<file path="config.mk">
export PLATFORM = sky130hd
export DESIGN_NAME = led_indicator_sequencer_core
export DESIGN_NICKNAME = d
export VERILOG_FILES = /design/src/ledseq_pkg.sv /design/src/led_indicator_sequencer_core.sv
export SDC_FILE = /design/constraint.sdc
export NUM_CORES = 1
export LEC_CHECK = 0
export BUFFER_PORTS_ARGS = -buffer_cell sky130_fd_sc_hd__buf_2
export CAP_MARGIN = 0
export CORE_ASPECT_RATIO = 1.4
export CORE_MARGIN = 3
export CORE_UTILIZATION = 40
export CTS_BUF_LIST = sky130_fd_sc_hd__clkbuf_8
export CTS_CLUSTER_DIAMETER = 50
export DETAILED_ROUTE_END_ITERATION = 7
export PLACE_DENSITY = 0.55
export SLEW_MARGIN = 20
export SYNTH_ARGS = -nofsm -noshare
export SYNTH_HDL_FRONTEND = slang
export SYNTH_SLANG_ARGS = --single-unit
</file>
<file path="constraint.sdc">
create_clock -name clk -period 4.7 [get_ports clk]
set_clock_uncertainty 0.05 [all_clocks]
set_input_delay 0.235 -clock clk [delete_from_list [all_inputs] [get_ports clk]]
set_output_delay 0.235 -clock clk [all_outputs]
set_load 0.02 [all_outputs]
</file>
<file path="src/ledseq_pkg.sv">
// Shared types and constants for the LED indicator sequencer.
package ledseq_pkg;

    // Width of the saturating millisecond counter.
    localparam int TIME_BITS = 12;

    // Width of the timing configuration registers.
    localparam int CFG_TIME_W = 12;

    // Width of the flash count register.
    localparam int FLASH_W = 8;

    // Width of the blink counters.
    localparam int BLINK_W = 7;

    // Common width used to compare the counter against a timing register.
    localparam int CMP_W = (TIME_BITS > CFG_TIME_W) ? TIME_BITS : CFG_TIME_W;

    // Largest number of start blinks that runs a sequence.
    localparam logic [FLASH_W-1:0] MAX_BLINKS = FLASH_W'(64);

    // Width of the configuration data and index.
    localparam int CFG_DATA_W = CFG_TIME_W;
    localparam int CFG_IDX_W = 3;

    // Saturation value of the millisecond counter.
    localparam logic [TIME_BITS-1:0] TICK_MAX = {TIME_BITS{1'b1}};

    // Operating modes, densely numbered from idle.
    typedef enum logic [3:0] {
        M_IDLE      = 4'd0,
        M_INIT      = 4'd1,
        M_SEQ_START = 4'd2,
        M_OFF_PHASE = 4'd3,
        M_ON_PHASE  = 4'd4,
        M_LOCK      = 4'd5,
        M_LOCK_SUC  = 4'd6,
        M_SUC_HOLD  = 4'd7,
        M_UNLOCK    = 4'd8,
        M_NOKEY     = 4'd9,
        M_END       = 4'd10
    } mode_t;

    // Mode command codes.
    typedef enum logic [2:0] {
        CMD_START    = 3'd0,
        CMD_END      = 3'd1,
        CMD_LOCK     = 3'd2,
        CMD_LOCK_SUC = 3'd3,
        CMD_UNLOCK   = 3'd4,
        CMD_NOKEY    = 3'd5
    } cmd_t;

    // Kinds of input transaction.
    localparam logic KIND_TICK = 1'b0;
    localparam logic KIND_CMD  = 1'b1;

    // Configuration register indexes.
    localparam logic [CFG_IDX_W-1:0] REG_FLASH_COUNT  = 3'd0;
    localparam logic [CFG_IDX_W-1:0] REG_OFF_TIME     = 3'd1;
    localparam logic [CFG_IDX_W-1:0] REG_ON_TIME      = 3'd2;
    localparam logic [CFG_IDX_W-1:0] REG_LOCK_PERIOD  = 3'd3;
    localparam logic [CFG_IDX_W-1:0] REG_UNLOCK_PER   = 3'd4;
    localparam logic [CFG_IDX_W-1:0] REG_NOKEY_PERIOD = 3'd5;
    localparam logic [CFG_IDX_W-1:0] REG_SUC_HOLD     = 3'd6;

endpackage

</file>
<file path="src/led_indicator_sequencer_core.sv">
// LED indicator sequencer: mode state machine driving green and red LEDs.
//
//  Channel   Direction  Signals                          Content
//  s_*       in         s_tvalid s_tready s_tdata s_tuser tick or mode command
//  m_*       out        m_tvalid m_tready m_tdata         LED levels, done, mode
//  cfg_*     in         cfg_we cfg_index cfg_data          timing registers
//
// Each input transaction is handled at its accepting edge: the mode register
// and the counters update and the result lands in the output register at
// that same edge. Sustained rate is one transaction per cycle while the output
// side takes results, set by the single output register. A result waiting in
// the output register is replaced in the same cycle that it is taken, so stalls
// on the output side only hold off the input while it is full and not taken.
// Reset is asynchronous and puts the block in idle with both LEDs off.
module led_indicator_sequencer_core
    import ledseq_pkg::*;
(
    input  logic                  clk,
    input  logic                  rst_n,
    // Input stream
    input  logic                  s_tvalid,
    output logic                  s_tready,
    input  logic [7:0]            s_tdata,   // [2:0] command, [3] system_ready
    input  logic                  s_tuser,   // [0] kind
    // Output stream
    output logic                  m_tvalid,
    input  logic                  m_tready,
    output logic [7:0]            m_tdata,   // [0] green_on, [1] red_on,
                                             // [2] sequence_done, [6:3] mode_now
    // Configuration write port
    input  logic                  cfg_we,
    input  logic [CFG_IDX_W-1:0]  cfg_index,
    input  logic [CFG_DATA_W-1:0] cfg_data
);

    // Configuration registers
    logic [FLASH_W-1:0]    flash_count_reg;
    logic [CFG_TIME_W-1:0] off_time_reg;
    logic [CFG_TIME_W-1:0] on_time_reg;
    logic [CFG_TIME_W-1:0] lock_period_reg;
    logic [CFG_TIME_W-1:0] unlock_period_reg;
    logic [CFG_TIME_W-1:0] nokey_period_reg;
    logic [CFG_TIME_W-1:0] success_hold_reg;

    // Sequencer state
    mode_t                 mode_reg, mode_next;
    logic [TIME_BITS-1:0]  tick_count_reg, tick_count_next;
    logic [BLINK_W-1:0]    blinks_done_reg, blinks_done_next;
    logic [BLINK_W-1:0]    blink_target_reg, blink_target_next;
    logic                  green_reg, green_next;
    logic                  red_reg, red_next;

    // Output register
    logic                  out_valid_reg;
    logic [7:0]            out_data_reg;

    // Decoded input and helper values
    logic                  in_accept;
    cmd_t                  in_cmd;
    logic                  in_ready;
    logic                  in_kind;
    logic                  done_next;
    logic [TIME_BITS-1:0]  tick_inc;
    logic [CMP_W-1:0]      tick_cmp;
    logic                  flash_valid;
    logic [BLINK_W-1:0]    blinks_inc;

    assign in_kind   = s_tuser;
    assign in_cmd    = cmd_t'(s_tdata[2:0]);
    assign in_ready  = s_tdata[3];
    assign s_tready  = !out_valid_reg || m_tready;
    assign in_accept = s_tvalid && s_tready;

    assign m_tvalid = out_valid_reg;
    assign m_tdata  = out_data_reg;

    // Configuration writes; indexes beyond the list are ignored.
    always_ff @(posedge clk or negedge rst_n)
    begin
        if (!rst_n)
        begin
            flash_count_reg   <= FLASH_W'(3);
            off_time_reg      <= CFG_TIME_W'(400);
            on_time_reg       <= CFG_TIME_W'(200);
            lock_period_reg   <= CFG_TIME_W'(100);
            unlock_period_reg <= CFG_TIME_W'(200);
            nokey_period_reg  <= CFG_TIME_W'(200);
            success_hold_reg  <= CFG_TIME_W'(2000);
        end
        else if (cfg_we)
        begin
            unique case (cfg_index)
                REG_FLASH_COUNT:  flash_count_reg   <= cfg_data[FLASH_W-1:0];
                REG_OFF_TIME:     off_time_reg      <= cfg_data;
                REG_ON_TIME:      on_time_reg       <= cfg_data;
                REG_LOCK_PERIOD:  lock_period_reg   <= cfg_data;
                REG_UNLOCK_PER:   unlock_period_reg <= cfg_data;
                REG_NOKEY_PERIOD: nokey_period_reg  <= cfg_data;
                REG_SUC_HOLD:     success_hold_reg  <= cfg_data;
                default:          ;
            endcase
        end
    end

    // The counter advances with saturation before the mode is evaluated.
    assign tick_inc    = (tick_count_reg == TICK_MAX) ? tick_count_reg
                                                      : tick_count_reg + 1'b1;
    assign tick_cmp    = CMP_W'(tick_inc);
    assign flash_valid = (flash_count_reg != '0) && (flash_count_reg <= MAX_BLINKS);
    assign blinks_inc  = blinks_done_reg + 1'b1;

    // Next state. Passing modes (idle with ready, init, sequence start,
    // lock success) run through to the following waiting mode in one tick.
    always_comb
    begin
        mode_next         = mode_reg;
        tick_count_next   = tick_count_reg;
        blinks_done_next  = blinks_done_reg;
        blink_target_next = blink_target_reg;
        green_next        = green_reg;
        red_next          = red_reg;
        done_next         = 1'b0;

        if (in_kind == KIND_CMD)
        begin
            // A command only selects the mode; unknown codes are ignored.
            unique case (in_cmd)
                CMD_START:    mode_next = M_INIT;
                CMD_END:      mode_next = M_END;
                CMD_LOCK:     mode_next = M_LOCK;
                CMD_LOCK_SUC: mode_next = M_LOCK_SUC;
                CMD_UNLOCK:   mode_next = M_UNLOCK;
                CMD_NOKEY:    mode_next = M_NOKEY;
                default:      ;
            endcase
        end
        else
        begin
            tick_count_next = tick_inc;
            unique case (mode_reg) inside
                M_IDLE, M_INIT, M_SEQ_START:
                begin
                    if (mode_reg == M_SEQ_START)
                    begin
                        green_next       = 1'b0;
                        tick_count_next  = '0;
                        blinks_done_next = '0;
                        mode_next        = M_OFF_PHASE;
                    end
                    else if (mode_reg == M_INIT || in_ready)
                    begin
                        // Init clears both LEDs, then starts the blinks or ends.
                        green_next = 1'b0;
                        red_next   = 1'b0;
                        if (flash_valid)
                        begin
                            blink_target_next = flash_count_reg[BLINK_W-1:0];
                            tick_count_next   = '0;
                            blinks_done_next  = '0;
                            mode_next         = M_OFF_PHASE;
                        end
                        else
                        begin
                            mode_next = M_END;
                        end
                    end
                end
                M_OFF_PHASE:
                begin
                    if (tick_cmp > CMP_W'(off_time_reg))
                    begin
                        green_next      = 1'b1;
                        red_next        = 1'b1;
                        tick_count_next = '0;
                        mode_next       = M_ON_PHASE;
                    end
                end
                M_ON_PHASE:
                begin
                    if (tick_cmp > CMP_W'(on_time_reg))
                    begin
                        green_next       = 1'b0;
                        tick_count_next  = '0;
                        blinks_done_next = blinks_inc;
                        if (blinks_inc < blink_target_reg)
                        begin
                            mode_next = M_OFF_PHASE;
                        end
                        else
                        begin
                            done_next = 1'b1;
                            mode_next = M_END;
                        end
                    end
                end
                M_LOCK:
                begin
                    if (tick_cmp > CMP_W'(lock_period_reg))
                    begin
                        green_next      = !green_reg;
                        tick_count_next = '0;
                    end
                end
                M_LOCK_SUC:
                begin
                    green_next      = 1'b1;
                    tick_count_next = '0;
                    mode_next       = M_SUC_HOLD;
                end
                M_SUC_HOLD:
                begin
                    if (tick_cmp > CMP_W'(success_hold_reg))
                    begin
                        green_next = 1'b0;
                        mode_next  = M_END;
                    end
                end
                M_UNLOCK:
                begin
                    if (tick_cmp > CMP_W'(unlock_period_reg))
                    begin
                        green_next      = !green_reg;
                        tick_count_next = '0;
                    end
                end
                M_NOKEY:
                begin
                    if (tick_cmp > CMP_W'(nokey_period_reg))
                    begin
                        red_next        = !red_reg;
                        tick_count_next = '0;
                    end
                end
                default: ;
            endcase
        end
    end

    // State registers update on each accepted transaction.
    always_ff @(posedge clk or negedge rst_n)
    begin
        if (!rst_n)
        begin
            mode_reg         <= M_IDLE;
            tick_count_reg   <= '0;
            blinks_done_reg  <= '0;
            blink_target_reg <= '0;
            green_reg        <= 1'b0;
            red_reg          <= 1'b0;
        end
        else if (in_accept)
        begin
            mode_reg         <= mode_next;
            tick_count_reg   <= tick_count_next;
            blinks_done_reg  <= blinks_done_next;
            blink_target_reg <= blink_target_next;
            green_reg        <= green_next;
            red_reg          <= red_next;
        end
    end

    // Output register valid flag.
    always_ff @(posedge clk or negedge rst_n)
    begin
        if (!rst_n)
        begin
            out_valid_reg <= 1'b0;
        end
        else if (in_accept)
        begin
            out_valid_reg <= 1'b1;
        end
        else if (m_tready)
        begin
            out_valid_reg <= 1'b0;
        end
    end

    // Output payload, loaded with the state after the transaction.
    always_ff @(posedge clk)
    begin
        if (in_accept)
        begin
            out_data_reg <= {1'b0, 4'(mode_next), done_next, red_next, green_next};
        end
    end

    // A completed start sequence is always reported together with end mode.
    a_done_in_end: assert property (@(posedge clk) disable iff (!rst_n)
        (m_tvalid && m_tdata[2]) |-> (m_tdata[6:3] == 4'(M_END)))
        else $error("sequence done reported outside end mode");

    // While blinking, the target is a valid count and not yet reached.
    a_blink_range: assert property (@(posedge clk) disable iff (!rst_n)
        (mode_reg == M_OFF_PHASE || mode_reg == M_ON_PHASE) |->
        (blink_target_reg != '0 && BLINK_W'(64) >= blink_target_reg &&
         blinks_done_reg < blink_target_reg))
        else $error("blink counters out of range during start sequence");

    // Every accepted transaction leaves a result in the output register.
    a_result_held: assert property (@(posedge clk) disable iff (!rst_n)
        in_accept |=> out_valid_reg)
        else $error("accepted transaction produced no result");

    // The result reports the mode that the state register now holds.
    a_mode_match: assert property (@(posedge clk) disable iff (!rst_n)
        in_accept |=> (m_tdata[6:3] == 4'(mode_reg)))
        else $error("reported mode differs from mode register");

endmodule

</file>
==> flow_summary.yaml <==
timing:
  drv_slew: 0
  tightest_slew_ps: 1058
  period_share_pct: 93.97
  finalSetupViolations: 0
  maxSlewHeadroom_pct: 29.19
  rsz0062_at_grt: "no"
  finalSetupTns_ps: 0
  fin_crit_ps: 4417
  timing.fmax_ghz: 0.2264
  hold_viol_final: 0
  hold_ws_ps: 29.16
cells_and_area:
  fillers: 1742
  diodes: 0
  drive_above_1_share_pct: 20.85
  syn2layout_area_growth_pct: 11.94
  nets: 921
status:
  status: "finished, final reports clean"
yosys:
  syn_inst: 765
  synth.distinct_cells: 65
  synthMuxAreaShare_pct: 8.986
  synth_top_family_by_area: "compound AO/OA/AOI/OAI gates"
  synthAdderAreaFrac_pct: 13.34
  synth_edf_count: 7
  synth_xor_area_share_pct: 2.334
  synthFlopType: "dfrtp_1"
  ys_seq_area_share_pct: 40.86
  ys_warn_count: 0
  avgSynthCellArea_sq_um: 9.810
  synthArstFlopShare_pct: 94.17
  yosys_register_bits: 120
  synth_top_cell_by_area: "dfrtp_1"
  synth_area_leaders: "dfrtp_1, ha_1, dfstp_2"
  synthesis.nets: 874
  ys_top_cells_by_count: "dfrtp_1, inv_1, ha_1, nand2_1, o21ai_0"
  yosysTopAreaCellShare_pct: 30.01
  syn_area_sq_um: 7505
  synth_compound_area_share_pct: 14.59
  yosys.area_share.simple_pct: 12.82
setup_path:
  cp.arrival_ps: 4540
  cp-end-kind: "flip-flop"
  crit_fanout: 8
  startpoint_type: "flip-flop"
  path_class: "reg2reg"
  critical_path.max_stage_delay_ps: 680
  required_ps: 4830
  crit_top_cell: "ha_1"
  crit_path_top_delay_cell: "or4_1"
  crit_chain: "ha_1 > nand3_1 > or4_1 > nor2b_1 > and3_1 > xor2_4 > ha_1 > nand4_1 > a211o_1 > a31oi_1 > and2b_2 > o41ai_1 > nand2_1"
  r2r_slack_ps: 280
floorplanning:
  ios: 39
  fp.coreArea_sq_um: 18220
  dieArea_sq_um: 20470
  fp.dieH_microns: 168.1
  start_util_pct: 41.20
  fp.dieW_microns: 121.8
  rows: 58
detailed_routing:
  routed_via_density: 5.343
  detail_route.wl_per_cell_microns: 16.92
  drc: 0
  drt-pass1-iter-count: 6
  vias: 5690
  wirelength_microns: 18020
  final_antenna_net_count: 0
  drt-initial-drc-count: 354
clocking:
  clock-sinks: 120
  cts_buffers: 17
  ctsHtreeMaxLevel: 4
  max-clock-path-buffers: 2
  tritoncts: "built"
  clkTransAtPathRegs_ps: 70
  clock_latency_ps: 440
  cts-root-buf: "clkbuf_8"
  post-cts-setup-buffers: 0
grt:
  grt_max_degree: 73
  grt_pass1_vias: 5974
  grt_pass1_wl_microns: 29480
  overflow: 0
  antenna_found_initial: 0
  grt_use_total_pct: 18.46
run:
  cap_violations: 0
place:
  io_buffers: 33
  dpl.hpwl_microns: 13510
  gp_congestion: 0.8738
pwr:
  p_leak_nw: 3.966
  irDropWorstVdd_uv: 178.7
  power_w: 0.003833
  power_density_nw_per_um2: 456.3
min_path:
  hp-class: "in2reg"
-- layout make-up --
class / instances / area [sq um] / area share (%)
Tap cell: 240 / 300.3 / 3.575
Inverter: 91 / 341.6 / 4.066
Multi-Input combinational cell: 532 / 3958 / 47.11
Sequential cell: 120 / 3067 / 36.51
Clock inverter: 12 / 158.9 / 1.892
Timing Repair Buffer: 50 / 300.3 / 3.575
Clock buffer: 20 / 275.3 / 3.277
-- placed cells by master (no fill, tap or decap), drive strengths merged, types with 14 or more instances in the layout --
| cell | count |
|---|---|
| ha | 80 |
| nand4 | 18 |
| nor3 | 14 |
| mux2 | 51 |
| o21ai | 56 |
| nand3 | 14 |
| nand2 | 73 |
| inv | 94 |
| dfrtp | 90 |
| a21o | 18 |
| dfstp | 23 |
| a21oi | 55 |
| nor2 | 27 |
| clkbuf | 20 |
| buf | 48 |
-- worst max-delay path: cells and delay by family, from the launching register on --
| kind | cells | cell delay, ps |
|---|---|---|
| adder cells (fa/ha/maj) | 2 | 560 |
| XOR/XNOR | 1 | 210 |
| flip-flops | 1 | 450 |
| AND/OR/NAND/NOR | 7 | 1830 |
| AO/OA/AOI/OAI | 3 | 1050 |
-- kinds of logic (layout without fill, tap and decap cells) --
group           Yosys count  in the layout
compound gates          178            178
xor+xnor                 20             20
fa+ha+maj                80             80
buf+inv                 113            173
flops                   120            120
mux                      61             61
other cells               1              1
simple gates            192            192
-- power by group --
group          leakage [nW]  switching (W)  internal, W
Combinational          2.32       0.000765     0.000564
Clock                 0.237       0.000414     0.000611
Sequential             1.41       0.000162      0.00132
Total                  3.97        0.00134      0.00249
-- per-stage QoR --
step	util, %	cells	instance area (sq um)	worst slack [ps]
floorplan	-	765	7505	795.7
CTS	45.95	1065	8369	15.31
global placement	43.45	1031	7915	155.8
detailed placement	43.45	1031	7915	55.04
finish	46.12	1065	8401	283.2
global route	46.12	1065	8401	24.71
-- path summary, 6_finish.rpt --
path,from,endpoint,cells past startpoint
worst max-delay path,tick_count_reg[0],m_tdata[3],13
worst min-delay path,cfg_data[8],off_time_reg[8],3
worst max register to register,tick_count_reg[0],m_tdata[3],13
worst min register to register,nokey_period_reg[10],nokey_period_reg[10],1
max in group asynchronous,rst_n,lock_period_reg[5],3
min in group asynchronous,rst_n,m_tvalid,2
-- routing by layer --
metal,vias to the layer above,track usage (%),part of all wire [%]
met5,-,0,0
met4,0,6.777,2.1
met3,28,3.495,2.3
met2,89,34.02,54
met1,2801,20.86,41
li1,2772,-,-
-- what timing repair did --
item | 4_1_cts | 5_1_grt
endpoints found under the hold margin | 58 | 0
endpoints found under the setup margin | 0 | 14
hold buffers | 2 | 0
resized for setup | 0 | 3
Note: power is estimated with default switching activity, not from simulation.
